--- config.mk ---
export PLATFORM = sky130hd
export DESIGN_NAME = lbf_cell
export DESIGN_NICKNAME = d
export VERILOG_FILES = /design/src/lbf_pkg.sv /design/src/lbf_cell.sv
export SDC_FILE = /design/constraint.sdc
export NUM_CORES = 1
export LEC_CHECK = 0
export ABC_AREA = 1
export BUFFER_PORTS_ARGS = -buffer_cell sky130_fd_sc_hd__buf_4
export CORE_UTILIZATION = 34
export DETAILED_ROUTE_END_ITERATION = 8
export GPL_TIMING_DRIVEN = 0
export PLACE_DENSITY = 0.67
export SYNTH_ARGS = -nofsm -noshare
export SYNTH_HDL_FRONTEND = slang
export SYNTH_SLANG_ARGS = --single-unit
--- constraint.sdc ---
create_clock -name clk -period 14.2 [get_ports clk]
set_input_delay 2.84 -clock clk [delete_from_list [all_inputs] [get_ports clk]]
set_output_delay 2.84 -clock clk [all_outputs]
set_load 0.1 [all_outputs]
--- src/lbf_pkg.sv ---
package lbf_pkg;

  localparam int TableEntries = 64;
  localparam int MaxPorts     = 8;
  localparam int MacW         = 48;
  localparam int PortW        = 3;
  localparam int TimeW        = 32;
  localparam int IdxW         = $clog2(TableEntries);
  localparam int PcntW        = 4;

  localparam logic [1:0] KIND_RX   = 2'd0;
  localparam logic [1:0] KIND_TX   = 2'd1;
  localparam logic [1:0] KIND_TICK = 2'd2;

  localparam logic [1:0] CLS_HOST  = 2'd0;
  localparam logic [1:0] CLS_GROUP = 2'd1;
  localparam logic [1:0] CLS_OTHER = 2'd2;

  localparam logic [1:0] CFG_LEARN  = 2'd0;
  localparam logic [1:0] CFG_EXPIRY = 2'd1;
  localparam logic [1:0] CFG_MAC    = 2'd2;
  localparam logic [1:0] CFG_PORTS  = 2'd3;

  // Operation travelling down the cell chain.
  typedef struct packed {
    logic              vld;
    logic              do_learn;
    logic              do_look;
    logic [MacW-1:0]   src;
    logic [MacW-1:0]   dst;
    logic [PortW-1:0]  port;
    logic [TimeW-1:0]  now;
    logic [TimeW-1:0]  exp;
    // learn progress
    logic              src_hit;
    logic              free_seen;
    logic [IdxW-1:0]   free_idx;
    // lookup progress
    logic              dst_done;
    logic              dst_live;
    logic [PortW-1:0]  dst_port;
  } lbf_op_t;

  // Second pass: commit a learn into the chosen slot.
  // keep low writes the slot as invalid (entry dead on arrival).
  typedef struct packed {
    logic              vld;
    logic              keep;
    logic [IdxW-1:0]   idx;
    logic [MacW-1:0]   mac;
    logic [PortW-1:0]  port;
    logic [TimeW-1:0]  exp;
  } lbf_wr_t;

  function automatic logic is_live(input logic [TimeW-1:0] exp,
                                   input logic [TimeW-1:0] now);
    logic [TimeW-1:0] d;
    d = exp - now;
    return (d != '0) && !d[TimeW-1];
  endfunction

endpackage

--- src/lbf_cell.sv ---
module lbf_cell (
  input  logic                                  clk,
  input  logic                                  rst_n,
  input  logic [lbf_pkg::IdxW-1:0]              my_idx,
  input  lbf_pkg::lbf_op_t                      op_i,
  input  lbf_pkg::lbf_wr_t                      wr_i,
  output lbf_pkg::lbf_op_t                      op_o
);
  logic                         vld_r;
  logic [lbf_pkg::MacW-1:0]     mac_r;
  logic [lbf_pkg::PortW-1:0]    port_r;
  logic [lbf_pkg::TimeW-1:0]    exp_r;
  lbf_pkg::lbf_op_t             op_r, op_nxt;
  logic                         live, smatch, dmatch;

  assign live   = lbf_pkg::is_live(exp_r, op_i.now);
  assign smatch = vld_r && (mac_r == op_i.src);
  assign dmatch = vld_r && (mac_r == op_i.dst);

  always_comb begin
    op_nxt = op_i;
    if (op_i.vld && op_i.do_learn && !op_i.src_hit) begin
      if (smatch) begin
        op_nxt.src_hit  = 1'b1;
        op_nxt.free_idx = my_idx;
      end else if (!op_i.free_seen && (!vld_r || !live)) begin
        op_nxt.free_seen = 1'b1;
        op_nxt.free_idx  = my_idx;
      end
    end
    if (op_i.vld && op_i.do_look && !op_i.dst_done && dmatch) begin
      op_nxt.dst_done = 1'b1;
      op_nxt.dst_live = live;
      op_nxt.dst_port = port_r;
    end
  end

  always_ff @(posedge clk) begin
    if (!rst_n) begin
      op_r  <= '0;
      vld_r <= 1'b0;
    end else begin
      op_r <= op_nxt;
      if (wr_i.vld && wr_i.idx == my_idx) begin
        vld_r  <= wr_i.keep;
        mac_r  <= wr_i.mac;
        port_r <= wr_i.port;
        exp_r  <= wr_i.exp;
      end else if (op_i.vld && op_i.do_look && !op_i.dst_done && dmatch && !live) begin
        vld_r <= 1'b0;
      end
    end
  end

  assign op_o = op_r;
endmodule

## Word level (Yosys, flattened, before mapping)

Cells that the tools add are included.

| operators by class | value |
|---|---|
| equal/unequal tests | 3 |
| reductions and logical operators | 21 |
| add/sub/neg operators | 1 |
| mux-type cells | 8 |

Operators with widths:

| cell | count |
|---|---|
| $eq 48x48->1 | 2 |
| $reduce_bool 32->1 | 1 |
| $sub 32x32->32 | 1 |
| $logic_and 1x1->1 | 11 |
| $mux 8 | 1 |
| $mux 7 | 1 |
| $eq 6x6->1 | 1 |
| $logic_not 1->1 | 6 |
| $mux 6 | 1 |
| $mux 5 | 1 |
| $mux 1 | 4 |
| $reduce_and 2->1 | 1 |
| $reduce_bool 2->1 | 1 |
| $logic_or 1x1->1 | 1 |

| storage, ports and cells | value |
|---|---|
| output and inout port bits | 179 |
| register bits | 263 |
| input bits | 278 |

## Logic depth before layout (Yosys ltp)

| depth | value |
|---|---|
| depth in word-level cells | 9 |
| mapped depth | 24 |
| mapped depth without buffers | 23 |

## Least setup slack after synthesis

Ideal clock, no wire load.

| path | value |
|---|---|
| kind | input to register |
| from | input wr_i[83] (netlist bit) |
| to | register exp_r[0] (netlist bit), enable pin |
| stages | 8 |
| library setup time | 0.526 ns |
| data required time | 13.674 ns |
| data arrival time | 6.959 ns |
| path slack | 6.715 ns |
| cell sequence | inv_1 or2_2 nand2_1 nor2_1 nand4_1 nor4b_1 inv_1 nor2_1 |

| between the ends | value |
|---|---|
| longest elaborated chain between the ends | 3 |

Ends and longest elaborated chain:

| element | line | source |
|---|---|---|
| start, declared | lbf_cell.sv:6 | `input lbf_pkg::lbf_wr_t wr_i,` |
| $eq 6x6->1 | lbf_cell.sv:44 | `if (wr_i.vld && wr_i.idx == my_idx) begin` |
| $logic_and 1x1->1 | lbf_cell.sv:44 |  |
| $reduce_and 2->1 (no source line) | n/a |  |
| end signal, assigned | lbf_cell.sv:48 | `exp_r <= wr_i.exp;` |
| end, declared | lbf_cell.sv:12 | `logic [lbf_pkg::TimeW-1:0] exp_r;` |

Every way passes these cells.
A chain may end at the register's enable or synchronous reset.

## Final worst setup path

| path | value |
|---|---|
| from | input op_i[45] (netlist bit) |
| to | register op_r, in the netlist op_o[10] |

| between the ends | value |
|---|---|
| longest elaborated chain between the ends | 9 |
| elaborated cells between the ends (all ways) | 10 |
| classes of those cells | add/sub: 1; mux: 3; reduce/logical: 6 |

Ends and longest elaborated chain:

| element | line | source |
|---|---|---|
| start, declared | lbf_cell.sv:5 | `input lbf_pkg::lbf_op_t op_i,` |
| $sub 32x32->32 (*) | lbf_pkg.sv:58 | `d = exp - now;` |
| $reduce_bool 32->1 or $logic_not 1->1 (tied branches) | lbf_pkg.sv:59 | `return (d != '0) && !d[TimeW-1];` |
| $logic_and 1x1->1 (*) | lbf_pkg.sv:59 |  |
| $logic_not 1->1 (*) | lbf_cell.sv:26 | `end else if (!op_i.free_seen && (!vld_r \|\| !live)) begin` |
| $logic_or 1x1->1 (*) | lbf_cell.sv:26 |  |
| $logic_and 1x1->1 (*) | lbf_cell.sv:26 |  |
| $mux 7 (*) | lbf_cell.sv:26 |  |
| $mux 6 (*) | lbf_cell.sv:23 | `if (smatch) begin` |
| $mux 8 (*) | lbf_cell.sv:22 | `if (op_i.vld && op_i.do_learn && !op_i.src_hit) begin` |
| end signal, assigned | lbf_cell.sv:43 | `op_r <= op_nxt;` |
| end, declared | lbf_cell.sv:13 | `lbf_pkg::lbf_op_t op_r, op_nxt;` |

Every way passes the cells marked *; elsewhere a longest branch is shown, timed or not.

==> Implementation_results.wiki <==
{| class="wikitable"
! Metric !! Value
|-
| Sort of element at the start of the critical path || primary input
|-
| Max VDD drop || between 0.1 and 0.15 mV
|-
| Wire length of the first global-routing pass || between 50 and 60 mm
|-
| CP max-delay cell || fa_1
|-
| Netlist area before placement || 11,800 um^2
|-
| CP Class || primary input to flop
|-
| Top cells by area, synth || dfxtp_1 (30%), edfxtp_1 (21%), nand2_1 (14%), inv_1 (12%), xor2_1 (5.0%)
|-
| Launching instance or port of the critical path || op_i[45]
|-
| Post-Syn Instances || between 1,000 and 1,500
|-
| Post-route fraction of the period consumed by the critical path || 35.5%
|-
| Remaining max-slew budget at the tightest pin || around a quarter
|-
| Type of the tightest min-delay check || flop to flop
|-
| Post-detailed-route wirelength per cell || between 15 and 20 um
|-
| Number of buffers created by CTS || 28
|-
| Number of antenna violations at the first check in global routing || 5
|-
| Setup violations, final || 0
|-
| Clock Sink Count || 263
|-
| Critical Path, Cell by Cell || buf_4 > ha_1 > fa_1 > inv_1 > nand3_1 > nand3_1 > nand3_1 > nand3_1 > nand2_1 > nand3_1 > nand2_1 > nor2_1 > nand2_1 > nor2_2 > nand3_2 > nand3_2 > nand2_2 > buf_6 > a21oi_1 > nor2_1
|-
| Largest area contributor in the netlist || dfxtp_1
|-
| Fraction of final layout cells with drive strength greater than 1 || between 20 and 30%
|-
| Number of gates resized after CTS || 0
|-
| Post-route antenna net violation count || 0
|-
| Overall via count from detail_route || around 11,000
|-
| I/O Buffers || 455
|-
| Layout overhead on the synthesized area || 42.0%
|-
| Worst setup slack before clock tree synthesis || 8.54 ns
|-
| Lkg Pwr || 9.48 nW
|-
| Fill cell total of the finished layout || approximately 3,300
|-
| Worst Hold Launch || vld_r
|-
| Synthesized area per cell || 7.92 um^2
|-
| Worst setup margin || between 9 and 10 ns
|-
| Root buf cell || clkbuf_16
|-
| Data required time at the worst endpoint || ~15 ns
|-
| Count of routing violations after the opening detailed-route iteration || a little over 500
|-
| Top achievable clock speed || 198 MHz
|-
| Width of the die || between 150 and 200 um
|-
| Insertion delay of the later-clocked pin in the worst-skew pair || between 0.5 and 0.6 ns
|-
| Synthesized netlist net count || between 1,500 and 2,000
|-
| Element type at the critical path end || flop
|-
| Count of nets after finishing || between 2,000 and 2,500
|-
| Fraction of synthesized cell area taken by the top area cell type || 30.5%
|-
| Number of primary I/O pins || around 460
|-
| Largest net degree at the start of global routing || 33
|-
| Total power divided by cell area || 118 nW/um^2
|-
| All-Layer GR Usage || ~22%
|-
| Maximum level of the CTS H-tree || 1
|-
| Number of remaining DRC errors || 0
|-
| Cts-stage hold buffer count || 0
|-
| Chip Height || 188 um
|-
| HPWL Detailed || ~32 mm
|-
| Yosys warning count || 0
|-
| Final core utilization || 49.6%
|-
| Arrival time at the worst endpoint || approximately 5.5 ns
|-
| Total of flip-flops plus latches after synthesis || between 200 and 300
|-
| Critical-path maximum fanout || 10
|-
| Number of library cell types mapped by synthesis || 36
|-
| Full die area || approximately 36,000 um^2
|-
| Site Rows || 67
|-
| R2R setup slack || 11.15 ns
|-
| Last element of the critical path || op_o[10]
|-
| Sequential-to-total area share from yosys stat || 51.6%
|-
| Count of pins over their slew limit || 0
|-
| Placeable Area || about 34,000 um^2
|-
| First-pass DRT Iterations || 5
|-
| Starting density of the core || 34.9%
|-
| Actual transition at the worst max-transition pin || 1.12 ns
|-
| Min Tclk post-route || ~5 ns
|-
| Via/cell ratio || between 4 and 5
|-
| Number of buffers on the longest clock path || 3
|-
| RSZ-0062 raised after global routing || false
|-
| Number of buffers inserted to repair setup after CTS || 0
|-
| Final clock skew || approximately 0.021 ns
|-
| Number of max-cap violations || 0
|-
| Gr ovfl total || 0
|-
| Number of failing hold endpoints at the final stage || 0
|-
| FF-to-FF Start || mac_r[27]
|-
| Detailed-route wire length || 39.2 mm
|-
| CTS tree || done
|-
| Commonest cells after routing, fill and taps aside || buf_4 (456), nand2_1 (455), inv_1 (374)
|-
| Cell depth of the worst flop-to-flop path || 11
|-
| Commonest non-fill, non-tap cell in the layout || buf_4
|-
| Run status || completed
|-
| Setup TNS || 0 ns
|-
| Vias in the first global route || between 10,000 and 15,000
|-
| Final weighted congestion in routability-driven placement || about 0.9
|-
| Endpoint of the worst register-to-register path || op_o[10]
|-
| Stage delay of the slowest cell on the critical path || between 0.4 and 0.5 ns
|-
| Most frequent cell on the critical path || nand3_1
|-
| Clock-pin slew of the registers on the worst-case setup and hold paths || 0.06 ns
|}
==> routing by layer <==
layer	share of wire, %	GRT usage [%]	vias up	routed length (um)
met5	0.033	0	-	13
met4	2.9	6.51	2	1120
met3	8.1	6.30	60	3190
met2	51	39.6	367	19900
met1	38	24.0	4873	15000
li1	-	-	5410	-
==> synth_stat cells <==
| cell | n |
|---|---|
| nand3_1 | 45 |
| ha_1 | 31 |
| o21ai_0 | 7 |
| clkbuf_1 | 19 |
| nand2_1 | 455 |
| nand2_2 | 11 |
| or2_2 | 5 |
| nand3_2 | 6 |
| fa_1 | 1 |
| a221o_1 | 1 |
| a221oi_1 | 2 |
| xor2_1 | 67 |
| nor2_1 | 87 |
| nand3b_1 | 4 |
| buf_4 | 1 |
| nor3_1 | 8 |
| nor4_1 | 11 |
| o22ai_1 | 6 |
| buf_2 | 1 |
| inv_1 | 374 |
| nor4b_1 | 2 |
| o2111ai_1 | 5 |
| xnor2_1 | 13 |
| nor3_2 | 2 |
| nor2_2 | 7 |
| and2_1 | 6 |
| dfxtp_1 | 180 |
| a21oi_1 | 28 |
| edfxtp_1 | 83 |
| nand4_1 | 15 |
| inv_2 | 3 |
| nor3b_1 | 1 |
| buf_6 | 1 |
| a211oi_1 | 2 |
| nor2_4 | 2 |
| o21bai_1 | 1 |
==> final cells by class <==
cell class	instances	area, um^2	area share [%]
clock inverter	11	88.8	0.529
tap	448	561	3.34
sequential	263	6100	36.3
buffer	22	95.1	0.566
timing repair buffer	457	3460	20.6
clock buffer	41	842	5.02
inverter	377	1420	8.43
multi-input combinational	831	4220	25.2
antenna	4	10.0	0.0596
==> sequential cells by signal, summed over array words and instances, names as in the netlist <==
signal and count:
port_r 3, exp_r 32, mac_r 48, op_o 179, vld_r 1
==> how the worst min path moves through the flow <==
stage	endpoint	slack (ns)	cells past startpoint
2_1_floorplan	op_o[0]	0.47	2
3_3_place_gp	vld_r	0.59	2
3_5_place_dp	vld_r	0.59	2
4_1_cts	vld_r	0.61	2
5_1_grt	vld_r	0.61	2
6_report	vld_r	0.58	2
==> critical path, delay by kind of cell <==
family	cells	cell delay (ns)
and+or+nand+nor	14	1.48
AOI/OAI and AO/OA	1	0.13
adders and majority gates	2	0.64
buffers and inverters	3	0.40
==> power by group <==
part	leakage, nW	switching (W)	total, W	internal, W
sequential	2.25	0.00000867	0.000813	0.000804
clock	0.461	0.000314	0.000728	0.000414
combinational	6.78	0.000312	0.000436	0.000123
total	9.48	0.000635	0.00198	0.00134
==> cell families (layout without fill, tap and decap cells) <==
| family | count (synthesis) | count (layout) | synth area share [%] |
|---|---|---|---|
| buffers and inverters | 399 | 908 | 12.8 |
| AND/OR/NAND/NOR | 667 | 667 | 23.7 |
| other | 0 | 4 | 0 |
| AO/OA/AOI/OAI | 52 | 52 | 2.59 |
| XOR/XNOR | 80 | 80 | 5.93 |
| adder cells (fa/ha/maj) | 32 | 32 | 3.45 |
| flip-flops | 263 | 263 | 51.6 |
==> metrics by stage <==
| stage | power, W | instance area, um^2 | hold WS [ns] | cells |
|---|---|---|---|---|
| 5_1_grt | 0.00205 | 16800 | 0.612 | 2454 |
| 3_5_place_dp | 0.00126 | 15800 | 0.593 | 2398 |
| 6_report | 0.00198 | 16800 | 0.584 | 2454 |
| 4_1_cts | 0.00200 | 16800 | 0.607 | 2450 |
| 2_1_floorplan | 0.00112 | 11800 | 0.466 | 1493 |
| 3_3_place_gp | 0.00126 | 15800 | 0.594 | 2396 |
Note: power is estimated with default switching activity, not from simulation.
